--- src/rtl/triangle_face_normal_unit_top_defines.svh ---
// Assertion macros shared by the triangle face normal unit
`ifndef TRIANGLE_FACE_NORMAL_UNIT_TOP_DEFINES_SVH
`define TRIANGLE_FACE_NORMAL_UNIT_TOP_DEFINES_SVH

// Condition now implies consequence in the same cycle
`define TFN_ASSERT_NOW(label, cond, conseq) \
   label: assert property (@(posedge clock) disable iff (reset) (cond) |-> (conseq)) \
      else $error("tfn assertion failed");

// Condition now implies consequence in the next cycle
`define TFN_ASSERT_NEXT(label, cond, conseq) \
   label: assert property (@(posedge clock) disable iff (reset) (cond) |=> (conseq)) \
      else $error("tfn assertion failed");

`endif

--- src/rtl/tfn_pkg.sv ---
// Shared types, constants and helpers of the triangle face normal unit
package tfn_pkg;

   localparam int VERTEX_SLOTS_DEF    = 16;
   localparam int COORD_FRAC_BITS_DEF = 14;
   localparam int COORD_W             = 16;
   localparam int SLOT_W              = 4;
   localparam int IDX_W               = 8;
   localparam int STEP_W              = 6;

   localparam logic MODE_LOAD = 1'b0;
   localparam logic MODE_TRI  = 1'b1;

   // last step of each fixed-length phase
   localparam logic [STEP_W-1:0] READ_LAST   = 6'd3;
   localparam logic [STEP_W-1:0] CROSS_LAST  = 6'd6;
   localparam logic [STEP_W-1:0] SQUARE_LAST = 6'd9;
   localparam logic [STEP_W-1:0] SQRT_LAST   = 6'd36;

   localparam logic [1:0] SEL_LAST = 2'd2;

   typedef enum logic [6:0] {
      ST_IDLE   = 7'b0000001,
      ST_READ   = 7'b0000010,
      ST_CROSS  = 7'b0000100,
      ST_SQUARE = 7'b0001000,
      ST_SQRT   = 7'b0010000,
      ST_DIV    = 7'b0100000,
      ST_EMIT   = 7'b1000000
   } state_type;

   typedef struct packed {
      logic              load_we;
      logic              tri_start;
      logic              read_en;
      logic              cross_en;
      logic              square_en;
      logic              sqrt_en;
      logic              div_en;
      logic              emit_fire;
      logic [STEP_W-1:0] step;
      logic [1:0]        sel;
   } dp_cmd_type;

   typedef struct packed {
      logic degenerate;
   } dp_status_type;

   // reduce a slot number modulo the table depth by repeated subtraction
   function automatic logic [SLOT_W-1:0] slot_mod(input logic [SLOT_W-1:0] s,
                                                  input int unsigned n);
      logic [SLOT_W-1:0] r;
      r = s;
      for (int i = 0; i < 6; i++) begin
         if (32'(r) >= n) begin
            r = r - SLOT_W'(n);
         end
      end
      return r;
   endfunction

endpackage

--- src/rtl/tfn_req_if.sv ---
// Request channel interface of the triangle face normal unit
interface tfn_req_if;
   logic              valid;
   logic              ready;
   logic              mode;
   logic [3:0]        vertex_slot;
   logic signed [15:0] coord_x;
   logic signed [15:0] coord_y;
   logic signed [15:0] coord_z;
   logic [3:0]        corner_a;
   logic [3:0]        corner_b;
   logic [3:0]        corner_c;
   logic              final_triangle;

   modport source (output valid, mode, vertex_slot, coord_x, coord_y, coord_z,
                   corner_a, corner_b, corner_c, final_triangle, input ready);
   modport sink (input valid, mode, vertex_slot, coord_x, coord_y, coord_z,
                 corner_a, corner_b, corner_c, final_triangle, output ready);
endinterface

--- src/rtl/tfn_rsp_if.sv ---
// Result channel interface of the triangle face normal unit
interface tfn_rsp_if;
   logic               valid;
   logic               ready;
   logic [7:0]         vertex_index;
   logic signed [15:0] pos_x;
   logic signed [15:0] pos_y;
   logic signed [15:0] pos_z;
   logic signed [15:0] norm_x;
   logic signed [15:0] norm_y;
   logic signed [15:0] norm_z;
   logic               degenerate;
   logic               last_of_triangle;

   modport source (output valid, vertex_index, pos_x, pos_y, pos_z, norm_x, norm_y,
                   norm_z, degenerate, last_of_triangle, input ready);
   modport sink (input valid, vertex_index, pos_x, pos_y, pos_z, norm_x, norm_y,
                 norm_z, degenerate, last_of_triangle, output ready);
endinterface

--- src/rtl/tfn_ram.sv ---
// Generic single-write, single-read RAM with registered read data
module tfn_ram #(
   parameter int WIDTH = 48,
   parameter int DEPTH = 16
) (
   input  logic                     clock,
   input  logic                     we,
   input  logic [$clog2(DEPTH)-1:0] waddr,
   input  logic [WIDTH-1:0]         wdata,
   input  logic [$clog2(DEPTH)-1:0] raddr,
   output logic [WIDTH-1:0]         rdata
);
   logic [WIDTH-1:0] mem_ff [DEPTH];
   logic [WIDTH-1:0] rdata_ff;

   // write port and registered read port
   always_ff @(posedge clock) begin
      if (we) begin
         mem_ff[waddr] <= wdata;
      end
      rdata_ff <= mem_ff[raddr];
   end

   assign rdata = rdata_ff;
endmodule

--- src/rtl/tfn_ctrl.sv ---
// Controller state machine sequencing the face normal datapath
`include "triangle_face_normal_unit_top_defines.svh"
module tfn_ctrl #(
   parameter int COORD_FRAC_BITS = tfn_pkg::COORD_FRAC_BITS_DEF
) (
   input  logic                   clock,
   input  logic                   reset,
   input  logic                   req_valid,
   input  logic                   req_mode,
   output logic                   req_ready,
   output logic                   rsp_valid,
   input  logic                   rsp_ready,
   input  tfn_pkg::dp_status_type status,
   output tfn_pkg::dp_cmd_type    cmd
);
   localparam logic [tfn_pkg::STEP_W-1:0] DIV_LAST = tfn_pkg::STEP_W'(COORD_FRAC_BITS + 2);

   tfn_pkg::state_type              state_ff, state_in;
   logic [tfn_pkg::STEP_W-1:0]      step_ff, step_in;
   logic [1:0]                      sel_ff, sel_in;
   logic                            req_fire;
   logic                            rsp_fire;

   assign req_ready = (state_ff == tfn_pkg::ST_IDLE);
   assign rsp_valid = (state_ff == tfn_pkg::ST_EMIT);
   assign req_fire  = req_valid && req_ready;
   assign rsp_fire  = rsp_valid && rsp_ready;

   // next state and datapath commands
   always_comb begin
      state_in = state_ff;
      step_in  = step_ff + 1'b1;
      sel_in   = sel_ff;
      cmd      = '0;
      cmd.step = step_ff;
      cmd.sel  = sel_ff;
      case (state_ff)
         tfn_pkg::ST_IDLE: begin
            step_in = '0;
            sel_in  = '0;
            if (req_fire) begin
               if (req_mode == tfn_pkg::MODE_LOAD) begin
                  cmd.load_we = 1'b1;
               end else begin
                  cmd.tri_start = 1'b1;
                  state_in      = tfn_pkg::ST_READ;
               end
            end
         end
         tfn_pkg::ST_READ: begin
            cmd.read_en = 1'b1;
            if (step_ff == tfn_pkg::READ_LAST) begin
               step_in  = '0;
               state_in = tfn_pkg::ST_CROSS;
            end
         end
         tfn_pkg::ST_CROSS: begin
            cmd.cross_en = 1'b1;
            if (step_ff == tfn_pkg::CROSS_LAST) begin
               step_in  = '0;
               state_in = tfn_pkg::ST_SQUARE;
            end
         end
         tfn_pkg::ST_SQUARE: begin
            cmd.square_en = 1'b1;
            if (step_ff == tfn_pkg::SQUARE_LAST) begin
               step_in  = '0;
               state_in = tfn_pkg::ST_SQRT;
            end
         end
         tfn_pkg::ST_SQRT: begin
            cmd.sqrt_en = 1'b1;
            if (step_ff == tfn_pkg::SQRT_LAST) begin
               step_in  = '0;
               sel_in   = '0;
               state_in = status.degenerate ? tfn_pkg::ST_EMIT : tfn_pkg::ST_DIV;
            end
         end
         tfn_pkg::ST_DIV: begin
            cmd.div_en = 1'b1;
            if (step_ff == DIV_LAST) begin
               step_in = '0;
               if (sel_ff == tfn_pkg::SEL_LAST) begin
                  sel_in   = '0;
                  state_in = tfn_pkg::ST_EMIT;
               end else begin
                  sel_in = sel_ff + 1'b1;
               end
            end
         end
         tfn_pkg::ST_EMIT: begin
            step_in = '0;
            if (rsp_fire) begin
               cmd.emit_fire = 1'b1;
               if (sel_ff == tfn_pkg::SEL_LAST) begin
                  sel_in   = '0;
                  state_in = tfn_pkg::ST_IDLE;
               end else begin
                  sel_in = sel_ff + 1'b1;
               end
            end
         end
         default: begin
            state_in = tfn_pkg::ST_IDLE;
            step_in  = '0;
            sel_in   = '0;
         end
      endcase
   end

   // hold state, step and selector
   always_ff @(posedge clock) begin
      if (reset) begin
         state_ff <= tfn_pkg::ST_IDLE;
         step_ff  <= '0;
         sel_ff   <= '0;
      end else begin
         state_ff <= state_in;
         step_ff  <= step_in;
         sel_ff   <= sel_in;
      end
   end

   `TFN_ASSERT_NEXT(a_tri_to_read, req_fire && req_mode == tfn_pkg::MODE_TRI,
                    state_ff == tfn_pkg::ST_READ && step_ff == '0)
   `TFN_ASSERT_NEXT(a_last_rsp_idle, rsp_fire && sel_ff == tfn_pkg::SEL_LAST,
                    state_ff == tfn_pkg::ST_IDLE)
   `TFN_ASSERT_NEXT(a_read_to_cross,
                    state_ff == tfn_pkg::ST_READ && step_ff == tfn_pkg::READ_LAST,
                    state_ff == tfn_pkg::ST_CROSS && step_ff == '0)
   `TFN_ASSERT_NOW(a_busy_not_ready, state_ff != tfn_pkg::ST_IDLE, !req_ready)
endmodule

--- src/rtl/tfn_datapath.sv ---
// Datapath: vertex table, shared multiplier, square root and divider
module tfn_datapath #(
   parameter int VERTEX_SLOTS    = tfn_pkg::VERTEX_SLOTS_DEF,
   parameter int COORD_FRAC_BITS = tfn_pkg::COORD_FRAC_BITS_DEF
) (
   input  logic                   clock,
   input  logic                   reset,
   tfn_req_if.sink                req_ch,
   tfn_rsp_if.source              rsp_ch,
   input  tfn_pkg::dp_cmd_type    cmd,
   output tfn_pkg::dp_status_type status
);
   localparam int AW    = $clog2(VERTEX_SLOTS);
   localparam int VW    = 3 * tfn_pkg::COORD_W;
   localparam int SUM_W = 70;
   localparam int ROOT_W = 35;
   localparam int REM_W = 38;
   localparam int DW    = 36 + COORD_FRAC_BITS;
   localparam int QW    = COORD_FRAC_BITS + 1;
   localparam logic [tfn_pkg::STEP_W-1:0] DIV_ITER_LAST =
      tfn_pkg::STEP_W'(COORD_FRAC_BITS + 1);
   localparam logic [tfn_pkg::STEP_W-1:0] DIV_LAST = tfn_pkg::STEP_W'(COORD_FRAC_BITS + 2);
   localparam logic [QW-1:0] ONE = QW'(1) << COORD_FRAC_BITS;

   localparam logic [1:0] PART_HH = 2'd0;
   localparam logic [1:0] PART_HL = 2'd1;
   localparam logic [1:0] PART_LL = 2'd2;

   logic [AW-1:0]              waddr, raddr;
   logic [VW-1:0]              rdata;
   logic [tfn_pkg::SLOT_W-1:0] corner_ff [3];
   logic                       final_ff;
   logic [VW-1:0]              pos_ff [3];
   logic signed [17:0]         e1 [3];
   logic signed [17:0]         e2 [3];
   logic signed [17:0]         mul_a, mul_b;
   logic signed [35:0]         prod_ff;
   logic [1:0]                 part_in, part_ff;
   logic [1:0]                 sq_comp;
   logic signed [34:0]         cr_ff [3];
   logic [33:0]                cr_mag [3];
   logic [2:0]                 cross_idx;
   logic [SUM_W-1:0]           sum_ff;
   logic [SUM_W-1:0]           sq_term;
   logic [SUM_W-1:0]           sop_ff;
   logic [REM_W-1:0]           rem_ff, rem_sh, trial;
   logic [ROOT_W-1:0]          root_ff;
   logic [DW-1:0]              drem_ff, dsh_ff;
   logic [QW-1:0]              q_ff, q_clamp;
   logic                       sign_ff;
   logic signed [63:0]         q_signed;
   logic [15:0]                norm_ff [3];
   logic [tfn_pkg::IDX_W-1:0]  index_ff;
   logic [VW-1:0]              pos_sel;

   // vertex table
   assign waddr = AW'(tfn_pkg::slot_mod(req_ch.vertex_slot, VERTEX_SLOTS));
   assign raddr = AW'(tfn_pkg::slot_mod(corner_ff[cmd.step[1:0] == 2'd3 ? 2'd0 :
                                                  cmd.step[1:0]], VERTEX_SLOTS));

   tfn_ram #(.WIDTH(VW), .DEPTH(VERTEX_SLOTS)) u_table (
      .clock (clock),
      .we    (cmd.load_we),
      .waddr (waddr),
      .wdata ({req_ch.coord_x, req_ch.coord_y, req_ch.coord_z}),
      .raddr (raddr),
      .rdata (rdata)
   );

   // latch the triangle request and capture corner positions
   always_ff @(posedge clock) begin
      if (cmd.tri_start) begin
         corner_ff[0] <= req_ch.corner_a;
         corner_ff[1] <= req_ch.corner_b;
         corner_ff[2] <= req_ch.corner_c;
         final_ff     <= req_ch.final_triangle;
      end
      if (cmd.read_en && cmd.step != '0) begin
         pos_ff[cmd.step[1:0] - 2'd1] <= rdata;
      end
   end

   // edges from the first corner
   always_comb begin
      for (int j = 0; j < 3; j++) begin
         e1[j] = 18'(signed'(pos_ff[1][VW-1-16*j -: 16])) -
                 18'(signed'(pos_ff[0][VW-1-16*j -: 16]));
         e2[j] = 18'(signed'(pos_ff[2][VW-1-16*j -: 16])) -
                 18'(signed'(pos_ff[0][VW-1-16*j -: 16]));
         cr_mag[j] = cr_ff[j][34] ? 34'(-cr_ff[j]) : 34'(cr_ff[j]);
      end
   end

   // select square operands: component and partial product
   always_comb begin
      case (cmd.step)
         6'd0: begin sq_comp = 2'd0; part_in = PART_HH; end
         6'd1: begin sq_comp = 2'd0; part_in = PART_HL; end
         6'd2: begin sq_comp = 2'd0; part_in = PART_LL; end
         6'd3: begin sq_comp = 2'd1; part_in = PART_HH; end
         6'd4: begin sq_comp = 2'd1; part_in = PART_HL; end
         6'd5: begin sq_comp = 2'd1; part_in = PART_LL; end
         6'd6: begin sq_comp = 2'd2; part_in = PART_HH; end
         6'd7: begin sq_comp = 2'd2; part_in = PART_HL; end
         default: begin sq_comp = 2'd2; part_in = PART_LL; end
      endcase
   end

   // shared multiplier operand selection
   always_comb begin
      mul_a = '0;
      mul_b = '0;
      if (cmd.cross_en) begin
         case (cmd.step)
            6'd0: begin mul_a = e1[1]; mul_b = e2[2]; end
            6'd1: begin mul_a = e1[2]; mul_b = e2[1]; end
            6'd2: begin mul_a = e1[2]; mul_b = e2[0]; end
            6'd3: begin mul_a = e1[0]; mul_b = e2[2]; end
            6'd4: begin mul_a = e1[0]; mul_b = e2[1]; end
            6'd5: begin mul_a = e1[1]; mul_b = e2[0]; end
            default: begin mul_a = '0; mul_b = '0; end
         endcase
      end else begin
         case (part_in)
            PART_HH: begin
               mul_a = signed'({1'b0, cr_mag[sq_comp][33:17]});
               mul_b = signed'({1'b0, cr_mag[sq_comp][33:17]});
            end
            PART_HL: begin
               mul_a = signed'({1'b0, cr_mag[sq_comp][33:17]});
               mul_b = signed'({1'b0, cr_mag[sq_comp][16:0]});
            end
            default: begin
               mul_a = signed'({1'b0, cr_mag[sq_comp][16:0]});
               mul_b = signed'({1'b0, cr_mag[sq_comp][16:0]});
            end
         endcase
      end
   end

   assign cross_idx = 3'(cmd.step - 1'b1);

   // weight the partial product of the square by its position
   always_comb begin
      case (part_ff)
         PART_HH: sq_term = SUM_W'(unsigned'(prod_ff)) << 34;
         PART_HL: sq_term = SUM_W'(unsigned'(prod_ff)) << 18;
         default: sq_term = SUM_W'(unsigned'(prod_ff));
      endcase
   end

   // multiply, then accumulate cross product and sum of squares
   always_ff @(posedge clock) begin
      prod_ff <= mul_a * mul_b;
      part_ff <= part_in;
      if (cmd.cross_en && cmd.step != '0) begin
         if (!cross_idx[0]) begin
            cr_ff[cross_idx[2:1]] <= 35'(prod_ff);
         end else begin
            cr_ff[cross_idx[2:1]] <= cr_ff[cross_idx[2:1]] - 35'(prod_ff);
         end
      end
      if (cmd.square_en) begin
         if (cmd.step == '0) begin
            sum_ff <= '0;
         end else begin
            sum_ff <= sum_ff + sq_term;
         end
      end
   end

   // square root: two operand bits a step
   assign rem_sh = {rem_ff[REM_W-3:0], sop_ff[SUM_W-1 -: 2]};
   assign trial  = REM_W'({root_ff, 2'b01});

   always_ff @(posedge clock) begin
      if (cmd.sqrt_en) begin
         if (cmd.step == '0) begin
            rem_ff  <= '0;
            root_ff <= '0;
            sop_ff  <= sum_ff;
         end else if (cmd.step != tfn_pkg::SQRT_LAST) begin
            sop_ff <= sop_ff << 2;
            if (rem_sh >= trial) begin
               rem_ff  <= rem_sh - trial;
               root_ff <= {root_ff[ROOT_W-2:0], 1'b1};
            end else begin
               rem_ff  <= rem_sh;
               root_ff <= {root_ff[ROOT_W-2:0], 1'b0};
            end
         end
      end
   end

   assign status.degenerate = (root_ff == '0);

   // rounded quotient, clamped and signed
   assign q_clamp  = (q_ff > ONE) ? ONE : q_ff;
   assign q_signed = sign_ff ? -signed'(64'(q_clamp)) : signed'(64'(q_clamp));

   // restoring division, one quotient bit a step
   always_ff @(posedge clock) begin
      if (cmd.tri_start) begin
         for (int j = 0; j < 3; j++) begin
            norm_ff[j] <= '0;
         end
      end
      if (cmd.div_en) begin
         if (cmd.step == '0) begin
            drem_ff <= (DW'(cr_mag[cmd.sel]) << COORD_FRAC_BITS) + DW'(root_ff >> 1);
            dsh_ff  <= DW'(root_ff) << COORD_FRAC_BITS;
            q_ff    <= '0;
            sign_ff <= cr_ff[cmd.sel][34];
         end else if (cmd.step <= DIV_ITER_LAST) begin
            dsh_ff <= dsh_ff >> 1;
            if (drem_ff >= dsh_ff) begin
               drem_ff <= drem_ff - dsh_ff;
               q_ff    <= {q_ff[QW-2:0], 1'b1};
            end else begin
               q_ff <= {q_ff[QW-2:0], 1'b0};
            end
         end else if (cmd.step == DIV_LAST) begin
            norm_ff[cmd.sel] <= q_signed[15:0];
         end
      end
   end

   // running vertex index
   always_ff @(posedge clock) begin
      if (reset) begin
         index_ff <= '0;
      end else if (cmd.emit_fire) begin
         if (cmd.sel == tfn_pkg::SEL_LAST && final_ff) begin
            index_ff <= '0;
         end else begin
            index_ff <= index_ff + 1'b1;
         end
      end
   end

   // drive the result payload
   assign pos_sel                 = pos_ff[cmd.sel == 2'd3 ? 2'd0 : cmd.sel];
   assign rsp_ch.vertex_index     = index_ff;
   assign rsp_ch.pos_x            = pos_sel[47:32];
   assign rsp_ch.pos_y            = pos_sel[31:16];
   assign rsp_ch.pos_z            = pos_sel[15:0];
   assign rsp_ch.norm_x           = norm_ff[0];
   assign rsp_ch.norm_y           = norm_ff[1];
   assign rsp_ch.norm_z           = norm_ff[2];
   assign rsp_ch.degenerate       = status.degenerate;
   assign rsp_ch.last_of_triangle = (cmd.sel == tfn_pkg::SEL_LAST);
endmodule

--- src/rtl/triangle_face_normal_unit_top.sv ---
// A load request is written into the vertex table on acceptance; a triangle request offers
// its first result after its read, cross product, square, square root and divide phases,
// paced by the iterative square root and the one-bit-a-step divider; degenerate triangles skip the divider.
// Throughput: one triangle at a time; the next request is taken after the third result.
// Reset: synchronous, clears the controller and the vertex index; the vertex table is
// not cleared and holds undefined data until written.
module triangle_face_normal_unit_top #(
   parameter int VERTEX_SLOTS    = tfn_pkg::VERTEX_SLOTS_DEF,
   parameter int COORD_FRAC_BITS = tfn_pkg::COORD_FRAC_BITS_DEF
) (
   input logic       clock,
   input logic       reset,
   tfn_req_if.sink   req_ch,
   tfn_rsp_if.source rsp_ch
);
   tfn_pkg::dp_cmd_type    cmd;
   tfn_pkg::dp_status_type status;
   logic                   req_ready;
   logic                   rsp_valid;

   assign req_ch.ready = req_ready;
   assign rsp_ch.valid = rsp_valid;

   // sequence the request through the datapath
   tfn_ctrl #(.COORD_FRAC_BITS(COORD_FRAC_BITS)) u_ctrl (
      .clock     (clock),
      .reset     (reset),
      .req_valid (req_ch.valid),
      .req_mode  (req_ch.mode),
      .req_ready (req_ready),
      .rsp_valid (rsp_valid),
      .rsp_ready (rsp_ch.ready),
      .status    (status),
      .cmd       (cmd)
   );

   // compute the normal and present results
   tfn_datapath #(
      .VERTEX_SLOTS    (VERTEX_SLOTS),
      .COORD_FRAC_BITS (COORD_FRAC_BITS)
   ) u_datapath (
      .clock  (clock),
      .reset  (reset),
      .req_ch (req_ch),
      .rsp_ch (rsp_ch),
      .cmd    (cmd),
      .status (status)
   );
endmodule
--- src/flat_wrapper.sv ---
// flat-port wrapper written by rule: the top's interface ports become plain ports
module triangle_face_normal_unit_top_flat 
#(
   parameter int VERTEX_SLOTS    = tfn_pkg::VERTEX_SLOTS_DEF,
   parameter int COORD_FRAC_BITS = tfn_pkg::COORD_FRAC_BITS_DEF
)
  (clock, reset, req_ch_valid, req_ch_mode, req_ch_vertex_slot, req_ch_coord_x, req_ch_coord_y, req_ch_coord_z, req_ch_corner_a, req_ch_corner_b, req_ch_corner_c, req_ch_final_triangle, req_ch_ready, rsp_ch_valid, rsp_ch_vertex_index, rsp_ch_pos_x, rsp_ch_pos_y, rsp_ch_pos_z, rsp_ch_norm_x, rsp_ch_norm_y, rsp_ch_norm_z, rsp_ch_degenerate, rsp_ch_last_of_triangle, rsp_ch_ready);
  tfn_req_if req_ch_i ();
  tfn_rsp_if rsp_ch_i ();
  input logic clock;
  input logic reset;
  input wire logic [$bits(req_ch_i.valid)-1:0] req_ch_valid;
  input wire logic [$bits(req_ch_i.mode)-1:0] req_ch_mode;
  input wire logic [$bits(req_ch_i.vertex_slot)-1:0] req_ch_vertex_slot;
  input wire logic [$bits(req_ch_i.coord_x)-1:0] req_ch_coord_x;
  input wire logic [$bits(req_ch_i.coord_y)-1:0] req_ch_coord_y;
  input wire logic [$bits(req_ch_i.coord_z)-1:0] req_ch_coord_z;
  input wire logic [$bits(req_ch_i.corner_a)-1:0] req_ch_corner_a;
  input wire logic [$bits(req_ch_i.corner_b)-1:0] req_ch_corner_b;
  input wire logic [$bits(req_ch_i.corner_c)-1:0] req_ch_corner_c;
  input wire logic [$bits(req_ch_i.final_triangle)-1:0] req_ch_final_triangle;
  output wire logic [$bits(req_ch_i.ready)-1:0] req_ch_ready;
  output wire logic [$bits(rsp_ch_i.valid)-1:0] rsp_ch_valid;
  output wire logic [$bits(rsp_ch_i.vertex_index)-1:0] rsp_ch_vertex_index;
  output wire logic [$bits(rsp_ch_i.pos_x)-1:0] rsp_ch_pos_x;
  output wire logic [$bits(rsp_ch_i.pos_y)-1:0] rsp_ch_pos_y;
  output wire logic [$bits(rsp_ch_i.pos_z)-1:0] rsp_ch_pos_z;
  output wire logic [$bits(rsp_ch_i.norm_x)-1:0] rsp_ch_norm_x;
  output wire logic [$bits(rsp_ch_i.norm_y)-1:0] rsp_ch_norm_y;
  output wire logic [$bits(rsp_ch_i.norm_z)-1:0] rsp_ch_norm_z;
  output wire logic [$bits(rsp_ch_i.degenerate)-1:0] rsp_ch_degenerate;
  output wire logic [$bits(rsp_ch_i.last_of_triangle)-1:0] rsp_ch_last_of_triangle;
  input wire logic [$bits(rsp_ch_i.ready)-1:0] rsp_ch_ready;
  assign req_ch_i.valid = req_ch_valid;
  assign req_ch_i.mode = req_ch_mode;
  assign req_ch_i.vertex_slot = req_ch_vertex_slot;
  assign req_ch_i.coord_x = req_ch_coord_x;
  assign req_ch_i.coord_y = req_ch_coord_y;
  assign req_ch_i.coord_z = req_ch_coord_z;
  assign req_ch_i.corner_a = req_ch_corner_a;
  assign req_ch_i.corner_b = req_ch_corner_b;
  assign req_ch_i.corner_c = req_ch_corner_c;
  assign req_ch_i.final_triangle = req_ch_final_triangle;
  assign req_ch_ready = req_ch_i.ready;
  assign rsp_ch_valid = rsp_ch_i.valid;
  assign rsp_ch_vertex_index = rsp_ch_i.vertex_index;
  assign rsp_ch_pos_x = rsp_ch_i.pos_x;
  assign rsp_ch_pos_y = rsp_ch_i.pos_y;
  assign rsp_ch_pos_z = rsp_ch_i.pos_z;
  assign rsp_ch_norm_x = rsp_ch_i.norm_x;
  assign rsp_ch_norm_y = rsp_ch_i.norm_y;
  assign rsp_ch_norm_z = rsp_ch_i.norm_z;
  assign rsp_ch_degenerate = rsp_ch_i.degenerate;
  assign rsp_ch_last_of_triangle = rsp_ch_i.last_of_triangle;
  assign rsp_ch_i.ready = rsp_ch_ready;
  triangle_face_normal_unit_top #(.VERTEX_SLOTS(VERTEX_SLOTS), .COORD_FRAC_BITS(COORD_FRAC_BITS)) u_core (.clock(clock), .reset(reset), .req_ch(req_ch_i), .rsp_ch(rsp_ch_i));
endmodule
--- config.mk ---
export PLATFORM = sky130hd
export DESIGN_NAME = triangle_face_normal_unit_top_flat
export DESIGN_NICKNAME = d
export VERILOG_FILES = /design/src/rtl/tfn_pkg.sv /design/src/rtl/tfn_req_if.sv /design/src/rtl/tfn_rsp_if.sv /design/src/rtl/tfn_ram.sv /design/src/rtl/tfn_ctrl.sv /design/src/rtl/tfn_datapath.sv /design/src/rtl/triangle_face_normal_unit_top.sv /design/src/flat_wrapper.sv
export VERILOG_INCLUDE_DIRS = /design/src /design/src/rtl
export SDC_FILE = /design/constraint.sdc
export NUM_CORES = 2
export LEC_CHECK = 0
export BUFFER_PORTS_ARGS = -buffer_cell sky130_fd_sc_hd__buf_2
export CAP_MARGIN = 25
export CELL_PAD_IN_SITES_DETAIL_PLACEMENT = 1
export CELL_PAD_IN_SITES_GLOBAL_PLACEMENT = 1
export CORE_MARGIN = 4
export CORE_UTILIZATION = 41
export DETAILED_ROUTE_END_ITERATION = 12
export GPL_TIMING_DRIVEN = 0
export PLACE_DENSITY_LB_ADDON = 0.15
export SLEW_MARGIN = 5
export SYNTH_ARGS = -nofsm -noshare
export SYNTH_HDL_FRONTEND = slang
export SYNTH_SLANG_ARGS = --single-unit
--- constraint.sdc ---
create_clock -name clock -period 15.2 [get_ports clock]
set_clock_uncertainty 0.2 [all_clocks]
set_input_delay 0 -clock clock [delete_from_list [all_inputs] [get_ports clock]]
set_output_delay 0 -clock clock [all_outputs]
set_load 0.02 [all_outputs]
==> impl_metrics.prom <==
# TYPE chip_impl_metric gauge
chip_impl_info{name="cts_tree",value="done"} 1
chip_impl_info{name="timing.critical_path.mode_cell",value="sky130_fd_sc_hd__fa_1"} 1
chip_impl_metric{name="share_comb_of_total_power",unit="%"} 7.2
chip_impl_metric{name="power.ir.vdd_worst",unit="uV"} 120
chip_impl_metric{name="drtPass1Iterations",unit=""} 8
chip_impl_metric{name="p_sw",unit="mW"} 2.37
chip_impl_metric{name="grt_pass1_vias",unit=""} 70326
chip_impl_metric{name="vias",unit=""} 66359
chip_impl_metric{name="fillerInstances",unit=""} 23534
chip_impl_info{name="hp-class",value="primary input to register"} 1
chip_impl_metric{name="groute.usage.overall",unit="%"} 28.3
chip_impl_metric{name="p_int",unit="mW"} 7.36
chip_impl_metric{name="cts_resized",unit=""} 0
chip_impl_metric{name="post_synth_instance_area",unit="um^2"} 91700
chip_impl_metric{name="post_synth.cell_area_avg",unit="um^2"} 11.7
chip_impl_metric{name="slowest_delay",unit="ns"} 0.67
chip_impl_metric{name="max_slew_vio_count",unit=""} 0
chip_impl_metric{name="floorplan.die_area",unit="um^2"} 231000
chip_impl_metric{name="cp.arrival",unit="ns"} 12.45
chip_impl_metric{name="port_buffers",unit=""} 177
chip_impl_metric{name="sw_share",unit="%"} 24.3
chip_impl_metric{name="syn-instance-count",unit=""} 7811
chip_impl_metric{name="fin_ws",unit="ns"} 3.30
chip_impl_metric{name="max_slew.worst_pin.slew",unit="ns"} 1.45
chip_impl_metric{name="layout.nets",unit=""} 9275
chip_impl_metric{name="placement.setup.worst_slack",unit="ns"} 3.51
chip_impl_metric{name="cap_viol_max_count",unit=""} 0
chip_impl_metric{name="layout_min_cycle_time",unit="ns"} 11.90
chip_impl_metric{name="chipWidth",unit="um"} 481
chip_impl_metric{name="insertion_delay",unit="ns"} 0.85
chip_impl_metric{name="rows",unit=""} 173
chip_impl_metric{name="max_freq",unit="MHz"} 84.0
chip_impl_info{name="synth_ff_type",value="sky130_fd_sc_hd__edfxtp_1"} 1
chip_impl_metric{name="worstPathMaxFanout",unit=""} 10
chip_impl_metric{name="slew-limit-headroom",unit="%"} 3.53
chip_impl_metric{name="ant_nets",unit=""} 0
chip_impl_metric{name="ratio_of_cells_with_drive_above_1_in_the_final_layout",unit="%"} 10.7
chip_impl_metric{name="place_congestion",unit=""} 0.978
chip_impl_info{name="critical_setup_path_class",value="register to register"} 1
chip_impl_info{name="rsz0062_at_grt",value="false"} 1
chip_impl_metric{name="grt_start_max_net_pins",unit=""} 43
chip_impl_metric{name="tritoncts.num_buffers",unit=""} 173
chip_impl_metric{name="power.density_cell_area",unit="nW/um^2"} 91.8
chip_impl_metric{name="ioPinCount",unit=""} 178
chip_impl_metric{name="clockBufferDepth",unit=""} 3
chip_impl_metric{name="vias_per_cell",unit=""} 5.73
chip_impl_metric{name="synth_enable_flop_cells",unit=""} 1439
chip_impl_metric{name="hold_ws",unit="ns"} 0.188
chip_impl_metric{name="setup_viol_count_final",unit=""} 0
chip_impl_metric{name="clock_power_share",unit="%"} 43.5
chip_impl_metric{name="timing.final.hold_violations",unit=""} 0
chip_impl_metric{name="grt_antenna_before_repair",unit=""} 23
chip_impl_metric{name="hpwl",unit="um"} 258000
chip_impl_info{name="clock_tree.root_cell",value="sky130_fd_sc_hd__clkbuf_16"} 1
chip_impl_metric{name="yosysSeqAreaShare",unit="%"} 49.6
chip_impl_metric{name="post_synth_arst_share",unit="%"} 0
chip_impl_metric{name="clkSlewWorstSetupHoldPaths",unit="ns"} 0.06
chip_impl_info{name="timing.critical_path.slowest_stage_cell",value="sky130_fd_sc_hd__o22ai_1"} 1
chip_impl_metric{name="final_min_period_over_clock_period",unit="%"} 78.3
chip_impl_metric{name="initial_core_utilization",unit="%"} 41.2
chip_impl_info{name="run_status",value="completed"} 1
chip_impl_metric{name="die_y",unit="um"} 481
chip_impl_info{name="cp-start-kind",value="register"} 1
chip_impl_metric{name="ys_ff_latch",unit=""} 1552
chip_impl_metric{name="min_delay_path_depth",unit=""} 5
chip_impl_metric{name="wire_length_of_the_first_global_routing_pass",unit="um"} 481000
chip_impl_metric{name="mappedNetlistNets",unit=""} 8633
chip_impl_metric{name="drtIter0Drc",unit=""} 5062
chip_impl_metric{name="warnings_synthesis",unit=""} 0
chip_impl_metric{name="placeableCoreArea",unit="um^2"} 223000
chip_impl_metric{name="globalRoute.totalOverflow",unit=""} 0
chip_impl_metric{name="power.static_leakage",unit="nW"} 40.9
chip_impl_metric{name="worstRegToRegCells",unit=""} 32
chip_impl_metric{name="worst_ep_required_time",unit="ns"} 15.74
chip_impl_metric{name="pwr-share-seq",unit="%"} 49.2
chip_impl_metric{name="totalWireLength",unit="um"} 330000
chip_impl_metric{name="drc",unit=""} 0
chip_impl_info{name="critical_path_sink_type",value="register"} 1
chip_impl_metric{name="layout-area-overhead-vs-synth",unit="%"} 15.4
chip_impl_metric{name="routedWlPerCell",unit="um"} 28.5
chip_impl_metric{name="netlist-cell-type-count",unit=""} 98
chip_impl_metric{name="clock_sinks",unit=""} 1552
chip_impl_metric{name="h_tree_depth",unit=""} 4
[synthesized netlist by cell type (81+ instances only)]
library cell,number,area [um^2]
sky130_fd_sc_hd__a211oi_1,101,758
sky130_fd_sc_hd__a21o_1,179,1340
sky130_fd_sc_hd__a21oi_1,432,2160
sky130_fd_sc_hd__and2_1,118,738
sky130_fd_sc_hd__clkbuf_1,274,1030
sky130_fd_sc_hd__dfxtp_1,113,2260
sky130_fd_sc_hd__edfxtp_1,1439,43200
sky130_fd_sc_hd__fa_1,340,6810
sky130_fd_sc_hd__ha_1,412,5150
sky130_fd_sc_hd__inv_1,631,2370
sky130_fd_sc_hd__mux2i_1,191,1910
sky130_fd_sc_hd__mux4_2,228,5130
sky130_fd_sc_hd__nand2_1,852,3200
sky130_fd_sc_hd__nand2b_1,81,507
sky130_fd_sc_hd__nor2_1,541,2030
sky130_fd_sc_hd__nor2b_1,134,838
sky130_fd_sc_hd__nor3_1,93,465
sky130_fd_sc_hd__o21ai_0,353,1770
sky130_fd_sc_hd__xnor2_1,213,1870
sky130_fd_sc_hd__xor2_1,185,1620
[flip-flops by register name, indices dropped and copies added (netlist names), 48 cells and up, named ones only]
register / count
u_core.u_datapath.cr_ff: 140
u_core.u_datapath.drem_ff: 50
u_core.u_datapath.dsh_ff: 49
u_core.u_datapath.norm_ff: 48
u_core.u_datapath.pos_ff: 144
u_core.u_datapath.sop_ff: 70
u_core.u_datapath.sum_ff: 70
u_core.u_datapath.u_table.mem_ff: 768
u_core.u_datapath.u_table.rdata: 48
[metal layers]
layer  GRT usage (%)  part of all wire [%]  up-vias
met1            36.5                    41    34212
met2            47.7                    48     2019
met5               0                 0.017        -
li1                -                     -    29580
met4            12.3                   5.0        8
met3            3.91                   5.3      540
[power by group through the flow]
stage          Combinational (mW)  Clock [mW]  Sequential (mW)
6_report                    0.705        4.23             4.79
2_1_floorplan               0.397           0             4.84
3_3_place_gp                0.643           0             4.87
4_1_cts                     0.704        4.31             4.78
3_5_place_dp                0.671           0             4.87
5_1_grt                     0.766        4.51             4.78
[critical path, delay by kind of cell, from the launching register on]
family,cells,cell delay [ns]
adder cells (fa/ha/maj),7,3.65
AO/OA/AOI/OAI,9,3.19
XOR/XNOR,1,0.17
multiplexers,1,0.27
AND/OR/NAND/NOR,5,1.16
buffers and inverters,9,2.84
flip-flops,1,0.30
[per-stage QoR]
| stage | power (mW) | TNS (ns) | utilization [%] | instances | cell area [um^2] |
|---|---|---|---|---|---|
| floorplan | 5.23 | 0 | - | 7811 | 91700 |
| global placement | 5.52 | -78.36 | 43.3 | 10963 | 96400 |
| detailed placement | 5.54 | 0 | 44.3 | 11108 | 98600 |
| CTS | 9.80 | 0 | 47.5 | 11568 | 106000 |
| global route | 10.1 | 0 | 47.6 | 11577 | 106000 |
| finish | 9.72 | 0 | 47.6 | 11583 | 106000 |
[layout by cell type, fill, tap and decap left out, types with 41 or more instances in the layout]
cell / synthesis / layout
sky130_fd_sc_hd__ha_1: 412 / 412
sky130_fd_sc_hd__o21a_1: 54 / 54
sky130_fd_sc_hd__clkbuf_1: 274 / 319
sky130_fd_sc_hd__a31oi_1: 49 / 46
sky130_fd_sc_hd__fa_1: 340 / 340
sky130_fd_sc_hd__nand4_1: 43 / 43
sky130_fd_sc_hd__a21o_1: 179 / 179
sky130_fd_sc_hd__clkbuf_16: 0 / 177
sky130_fd_sc_hd__edfxtp_1: 1439 / 1439
sky130_fd_sc_hd__dfxtp_1: 113 / 113
sky130_fd_sc_hd__nand2_1: 852 / 852
sky130_fd_sc_hd__a211oi_1: 101 / 101
sky130_fd_sc_hd__buf_6: 1 / 41
sky130_fd_sc_hd__xor2_1: 185 / 185
sky130_fd_sc_hd__nand2b_1: 81 / 81
sky130_fd_sc_hd__dlygate4sd3_1: 0 / 136
sky130_fd_sc_hd__and2_1: 118 / 118
sky130_fd_sc_hd__nor2_1: 541 / 527
sky130_fd_sc_hd__nor3_1: 93 / 84
sky130_fd_sc_hd__xnor2_1: 213 / 213
sky130_fd_sc_hd__or3_1: 42 / 42
sky130_fd_sc_hd__mux4_2: 228 / 228
sky130_fd_sc_hd__o211a_1: 50 / 50
sky130_fd_sc_hd__buf_4: 1 / 43
sky130_fd_sc_hd__buf_1: 53 / 52
sky130_fd_sc_hd__mux2i_1: 191 / 191
sky130_fd_sc_hd__o31ai_1: 53 / 53
sky130_fd_sc_hd__buf_2: 6 / 188
sky130_fd_sc_hd__inv_1: 631 / 631
sky130_fd_sc_hd__nand3_1: 78 / 78
sky130_fd_sc_hd__a21oi_1: 432 / 427
sky130_fd_sc_hd__o21ai_0: 353 / 352
sky130_fd_sc_hd__o22ai_1: 47 / 47
sky130_fd_sc_hd__nor2b_1: 134 / 133
[what timing repair did]
item,CTS,global route
setup endpoints to repair,0,0
buffers inserted,0,0
endpoints found under the hold margin,1319,0
hold buffers,136,0
[final cells by class]
class                      instances  area, um^2  area share [%]
antenna                            6        15.0          0.0142
buffer                           335        1280            1.21
clock buffer                     226        4640            4.39
clock inverter                    98        1120            1.06
inverter                         635        2380            2.25
multi-input combinational       5289       42900            40.5
sequential                      1552       45500            43.0
tap                             2975        3720            3.52
timing repair buffer             467        4380            4.14
[path summary, 6_finish.rpt]
path              slack, ns                                from                        endpoint
setup / recovery       3.30            u_core.u_ctrl.step_ff[5]   u_core.u_datapath.prod_ff[35]
hold / removal         0.19                        rsp_ch_ready       u_core.u_ctrl.state_ff[6]
setup reg to reg       3.30            u_core.u_ctrl.step_ff[5]   u_core.u_datapath.prod_ff[35]
hold reg to reg        0.25  u_core.u_datapath.u_table.rdata[6]  u_core.u_datapath.pos_ff[0][6]
[cell families after synthesis]
kind of cell,after synthesis,synth area share (%)
buffers and inverters,970,3.99
and+or+nand+nor,2131,10.7
adders and majority gates,752,13.0
xor gates and xnor gates,398,3.80
muxes,429,7.81
AOI/OAI and AO/OA,1579,11.1
DFF,1552,49.6
No activity file was read; power rests on OpenSTA's default activity.
